## src/rtl/core/hgs_pkg.sv

```systemverilog
`timescale 1ns / 1ps

package hgs_pkg;

  localparam int MAX_COLUMNS_DEF = 1024;
  localparam int SAMPLE_BITS_DEF = 16;
  localparam int MAX_SAMPLE_BITS = 24;

  localparam int DIFF_W  = MAX_SAMPLE_BITS + 1;
  localparam int INV_W   = 16;
  localparam int PROD_W  = DIFF_W + INV_W + 1;
  localparam int GRAD_W  = 24;
  localparam int SQ_W    = 2 * GRAD_W;
  localparam int ROOT_W  = 24;
  localparam int REM_W   = ROOT_W + 2;
  localparam int COL_W   = 10;
  localparam int ROW_W   = 16;
  localparam int GCOL_W  = 11;
  localparam int IDX_W   = 2;
  localparam int DATA_W  = 16;
  localparam int QDEPTH  = 4;

  localparam logic [IDX_W-1:0] REG_GRID_COLUMNS  = 2'd0;
  localparam logic [IDX_W-1:0] REG_GRID_ROWS     = 2'd1;
  localparam logic [IDX_W-1:0] REG_INV_SPACING_X = 2'd2;
  localparam logic [IDX_W-1:0] REG_INV_SPACING_Y = 2'd3;

  localparam logic [GCOL_W-1:0] GRID_COLUMNS_RST = 11'd1024;
  localparam logic [ROW_W-1:0]  GRID_ROWS_RST    = 16'd1024;
  localparam logic [INV_W-1:0]  INV_SPACING_RST  = 16'd256;

  typedef logic signed [DIFF_W-1:0] diff_t;
  typedef logic signed [PROD_W-1:0] prod_t;
  typedef logic signed [GRAD_W-1:0] grad_t;

  typedef struct packed {
    diff_t             diff_x;
    diff_t             diff_y;
    logic              central_x;
    logic              central_y;
    logic [COL_W-1:0]  col;
    logic [ROW_W-1:0]  row;
    logic              last;
  } job_t;

  typedef enum logic [2:0] {
    F_IDLE,
    F_RD0,
    F_RD1,
    F_RD2,
    F_PUSH
  } front_state_t;

  typedef enum logic [2:0] {
    B_IDLE,
    B_MUL,
    B_SAT,
    B_SQ,
    B_SUM,
    B_ROOT,
    B_OUT
  } back_state_t;

  function automatic grad_t sat_grad(input prod_t v);
    prod_t hi;
    prod_t lo;
    grad_t res;
    hi = prod_t'(signed'({1'b0, {(GRAD_W-1){1'b1}}}));
    lo = -hi - prod_t'(1);
    if (v > hi) begin
      res = grad_t'(hi);
    end else if (v < lo) begin
      res = grad_t'(lo);
    end else begin
      res = grad_t'(v);
    end
    return res;
  endfunction

endpackage

```

## src/rtl/core/hgs_queue.sv

```systemverilog
`timescale 1ns / 1ps

module hgs_queue (
  input  logic          clk,
  input  logic          rst_n,
  input  logic          push_i,
  input  hgs_pkg::job_t job_i,
  output logic          full_o,
  input  logic          pop_i,
  output logic          empty_o,
  output hgs_pkg::job_t job_o
);
  import hgs_pkg::*;

  localparam int QAW = $clog2(QDEPTH);

  job_t           q_mem [QDEPTH];
  logic [QAW-1:0] wp_r, rp_r;
  logic [QAW:0]   cnt_r;

  assign full_o  = (cnt_r == (QAW+1)'(QDEPTH));
  assign empty_o = (cnt_r == '0);
  assign job_o   = q_mem[rp_r];

  always_ff @(posedge clk) begin
    if (push_i) begin
      q_mem[wp_r] <= job_i;
    end
  end

  always_ff @(posedge clk) begin
    if (!rst_n) begin
      wp_r  <= '0;
      rp_r  <= '0;
      cnt_r <= '0;
    end else begin
      if (push_i) wp_r <= wp_r + QAW'(1);
      if (pop_i)  rp_r <= rp_r + QAW'(1);
      if (push_i && !pop_i) begin
        cnt_r <= cnt_r + (QAW+1)'(1);
      end else if (pop_i && !push_i) begin
        cnt_r <= cnt_r - (QAW+1)'(1);
      end
    end
  end

`ifndef SYNTHESIS
  a_no_overflow: assert property (@(posedge clk) disable iff (!rst_n)
    push_i |-> !full_o || pop_i)
    else $error("push into full queue");
  a_no_underflow: assert property (@(posedge clk) disable iff (!rst_n)
    pop_i |-> !empty_o)
    else $error("pop from empty queue");
`endif

endmodule

```

## config.mk

```make
export PLATFORM = sky130hd
export DESIGN_NAME = hgs_queue
export DESIGN_NICKNAME = d
export VERILOG_FILES = /design/src/rtl/core/hgs_pkg.sv /design/src/rtl/core/hgs_queue.sv
export SDC_FILE = /design/constraint.sdc
export NUM_CORES = 1
export LEC_CHECK = 0
export ABC_AREA = 1
export BUFFER_PORTS_ARGS = -buffer_cell sky130_fd_sc_hd__buf_2
export CAP_MARGIN = 40
export CELL_PAD_IN_SITES_DETAIL_PLACEMENT = 1
export CELL_PAD_IN_SITES_GLOBAL_PLACEMENT = 2
export CORE_ASPECT_RATIO = 1.5
export CORE_UTILIZATION = 43
export DETAILED_ROUTE_END_ITERATION = 10
export PLACE_DENSITY_LB_ADDON = 0.12
export SLEW_MARGIN = 40
export SYNTH_ARGS = -nofsm -noshare
export SYNTH_HDL_FRONTEND = slang
export SYNTH_SLANG_ARGS = --single-unit
```

## constraint.sdc

```tcl
create_clock -name clk -period 5.3 [get_ports clk]
set_clock_uncertainty 0.15 [all_clocks]
set_input_delay 0.795 -clock clk [delete_from_list [all_inputs] [get_ports clk]]
set_output_delay 0.795 -clock clk [all_outputs]
set_load 0.05 [all_outputs]
```

==> metrics.cfg <==
[clocking]
clk_latency_ns = 0.50
cts_tree = yes
cts_made_buffers = 34
clock-sinks = 325
postCtsSetupRepairBufs = 0
path_clk_slew_ns = 0.06
ctsHtreeMaxLevel = 2
clock_tree.buffer_depth = 3
cts_resized = 0
root_buffer = clkbuf_16
cts_hold_buf = 0

[floorplanning]
row_count = 75
initial_core_util_pct = 43.5
die_y_um = 208
coreArea_mm2 = 0.0279
die_area_mm2 = 0.0289
io_pins = 164
die_w_um = 139

[critical_path]
cp_cell_sequence = inv_4 -> buf_12 -> o21ai_0 -> o22ai_1 -> buf_2
crit_required_ns = 4.36
worst-path-max-fanout = 88
startpoint_type = flop
cp.arrival_ns = 2.70
cp_slowest_cell = inv_4
slowest_delay_ns = 0.58
path_delay_family = buffers and inverters
path_class = reg -> out
path_buf_inv = 3
r2r-start = wp_r[0]
ff2ff_path_depth = 5
path_depth = 5
crit_path_end_kind = output pin

[yosys]
synth_area_mm2 = 0.0121
synth.most_common_cell = edfxtp_1
post_synth.cell_area_avg_um2 = 14.8
syn_nets = 910
ys_seq_area_share_pct = 79.7
yosys-top-cells-count = edfxtp_1, nor2_1, o21ai_0, o22ai_1, o21ai_1
ys_seq_elements = 325
ys_types = 21
synthArstFlopShare_pct = 0
synth_area_leaders = edfxtp_1, o21ai_0, nor2_1
synth_enable_flop_cells = 316
yosys.area.top_type = edfxtp_1
synth_top_area_share_pct = 78.2
postSynthCellCount = 821
yosysWarnings = 0
synth-main-ff-cell = edfxtp_1

[global_routing]
grtUsageMet3_pct = 4.22
grt_antenna_before_repair = 5
grt_use_total_pct = 19.8
grt_overflow = 0
grt_pass1_wl_mm = 43.4
top_usage_layer = met2
grt_max_degree = 89
met1_usage_pct = 23.2
grt_pass1_vias = 7916
use_met2_pct = 36.2

[route]
ant_nets = 0
wl_mm = 28.1
drtPass1Iterations = 10
drc = 9
viasPerCell = 5.40
drtIter0Drc = 445
wl_per_cell_um = 20.7
vias = 7301

[worst_hold_path]
min_path_type = reg -> reg
hold_depth = 1
holdCritStartpoint = rp_r[1]

[power_and_ir_drop]
combPwrFrac_pct = 12.9
p_clk_share_pct = 37.6
switching_share_pct = 26.3
switchingPower_mw = 1.58
seqPwrFrac_pct = 49.5
ir_drop_v = 0.000316
leakage_nw = 4.99
internal_power_mw = 4.42
p_per_area_mw_per_mm2 = 420

[final_layout]
layout.nets = 1072
n_fill_cell = 2760
seq_area_mm2 = 0.00967
drive_above_1_share_pct = 22.7
multi_input_area_mm2 = 0.00208
fin_cells = 1353
syn2layout_area_growth_pct = 17.7

[placed_design]
dp_cells = 1293
numPortBuffers = 163
hpwl_mm = 15.4
gp_congestion = 0.675

[sta]
fin_crit_ns = 3.65
finalSetupViolCount = 0
max_freq_mhz = 274
rsz0062_at_grt = no
finalCritPeriodShare_pct = 68.8
slew-limit-headroom_pct = 49.0
tightest_slew_ns = 0.764
hold_violations = 0
finalSetupTns_ns = 0
report.final.slew_viol_count = 0

[run]
drv_cap = 0

[status]
violations = design-rule violations
status = finished with violations

-- kinds of logic after synthesis --
kind of cell	after synthesis	synth area share [%]
adders and majority gates	6	0.681
DFF	325	79.7
and+or+nand+nor	176	5.50
buffers and inverters	67	3.13
AOI/OAI and AO/OA	247	11.0
-- cell type report --
type	count	area share (%)
antenna	1	0.0175
clock buffer	44	6.37
clock inverter	15	1.02
inverter	17	0.543
multi-input combinational	429	14.6
sequential	325	67.7
tap	346	3.03
timing repair buffer	176	6.68
-- layer usage --
metal / wire length, um / up-vias
li1: - / 3422
met1: 11200 / 3673
met2: 14800 / 155
met3: 1460 / 43
met4: 483 / 8
met5: 50 / -
-- power by group through the flow --
stage | logic, mW | registers, mW | clock network (mW)
CTS | 0.788 | 2.97 | 2.32
detailed placement | 0.784 | 3.02 | 0
finish | 0.772 | 2.97 | 2.26
global placement | 0.762 | 3.03 | 0
floorplan | 0.554 | 3.02 | 0
global route | 0.827 | 2.98 | 2.41
-- worst paths after layout --
check,endpoint,slack [ns]
worst max-delay path,job_o[15],1.65
worst min register to register,flop,0.30
worst min-delay path,flop,0.30
worst max register to register,q_mem[0][64],2.96
-- registers in the layout, summed over array words and instances, names as in the netlist, named ones only --
signal and count:
rp_r 2, wp_r 2, cnt_r 3, q_mem 316
-- stage by stage --
step	worst slack (ns)	total power [mW]	area, um2	hold slack, ns	utilization [%]
after detailed placement	2.12	3.81	13200	0.275	47.4
after floorplan	2.36	3.57	12100	0.262	-
after global placement	1.87	3.79	13200	0.277	47.3
after CTS	1.57	6.08	14300	0.294	51.2
after global routing	1.42	6.21	14300	0.328	51.2
final	1.65	6.00	14300	0.300	51.2
-- cell usage in the layout (no fill, tap or decap) --
| cell | n |
|---|---|
| clkinv_1 | 6 |
| diode_2 | 1 |
| a21oi_1 | 4 |
| inv_6 | 2 |
| o22ai_1 | 79 |
| inv_4 | 2 |
| nand4_1 | 1 |
| ha_1 | 5 |
| clkinvlp_4 | 2 |
| dfxtp_1 | 7 |
| o21ai_1 | 41 |
| nor3_1 | 2 |
| buf_4 | 9 |
| clkbuf_16 | 35 |
| clkbuf_1 | 9 |
| nand3_1 | 1 |
| inv_1 | 11 |
| dfxtp_2 | 1 |
| buf_6 | 1 |
| dfxtp_4 | 1 |
| clkinv_2 | 4 |
| nor2_1 | 163 |
| nand2_1 | 9 |
| clkinv_4 | 2 |
| edfxtp_1 | 316 |
| o21ai_0 | 123 |
| buf_12 | 3 |
| clkinv_8 | 1 |
| fa_1 | 1 |
| bufinv_16 | 2 |
| buf_2 | 163 |
No activity file was read; power rests on OpenSTA's default activity.
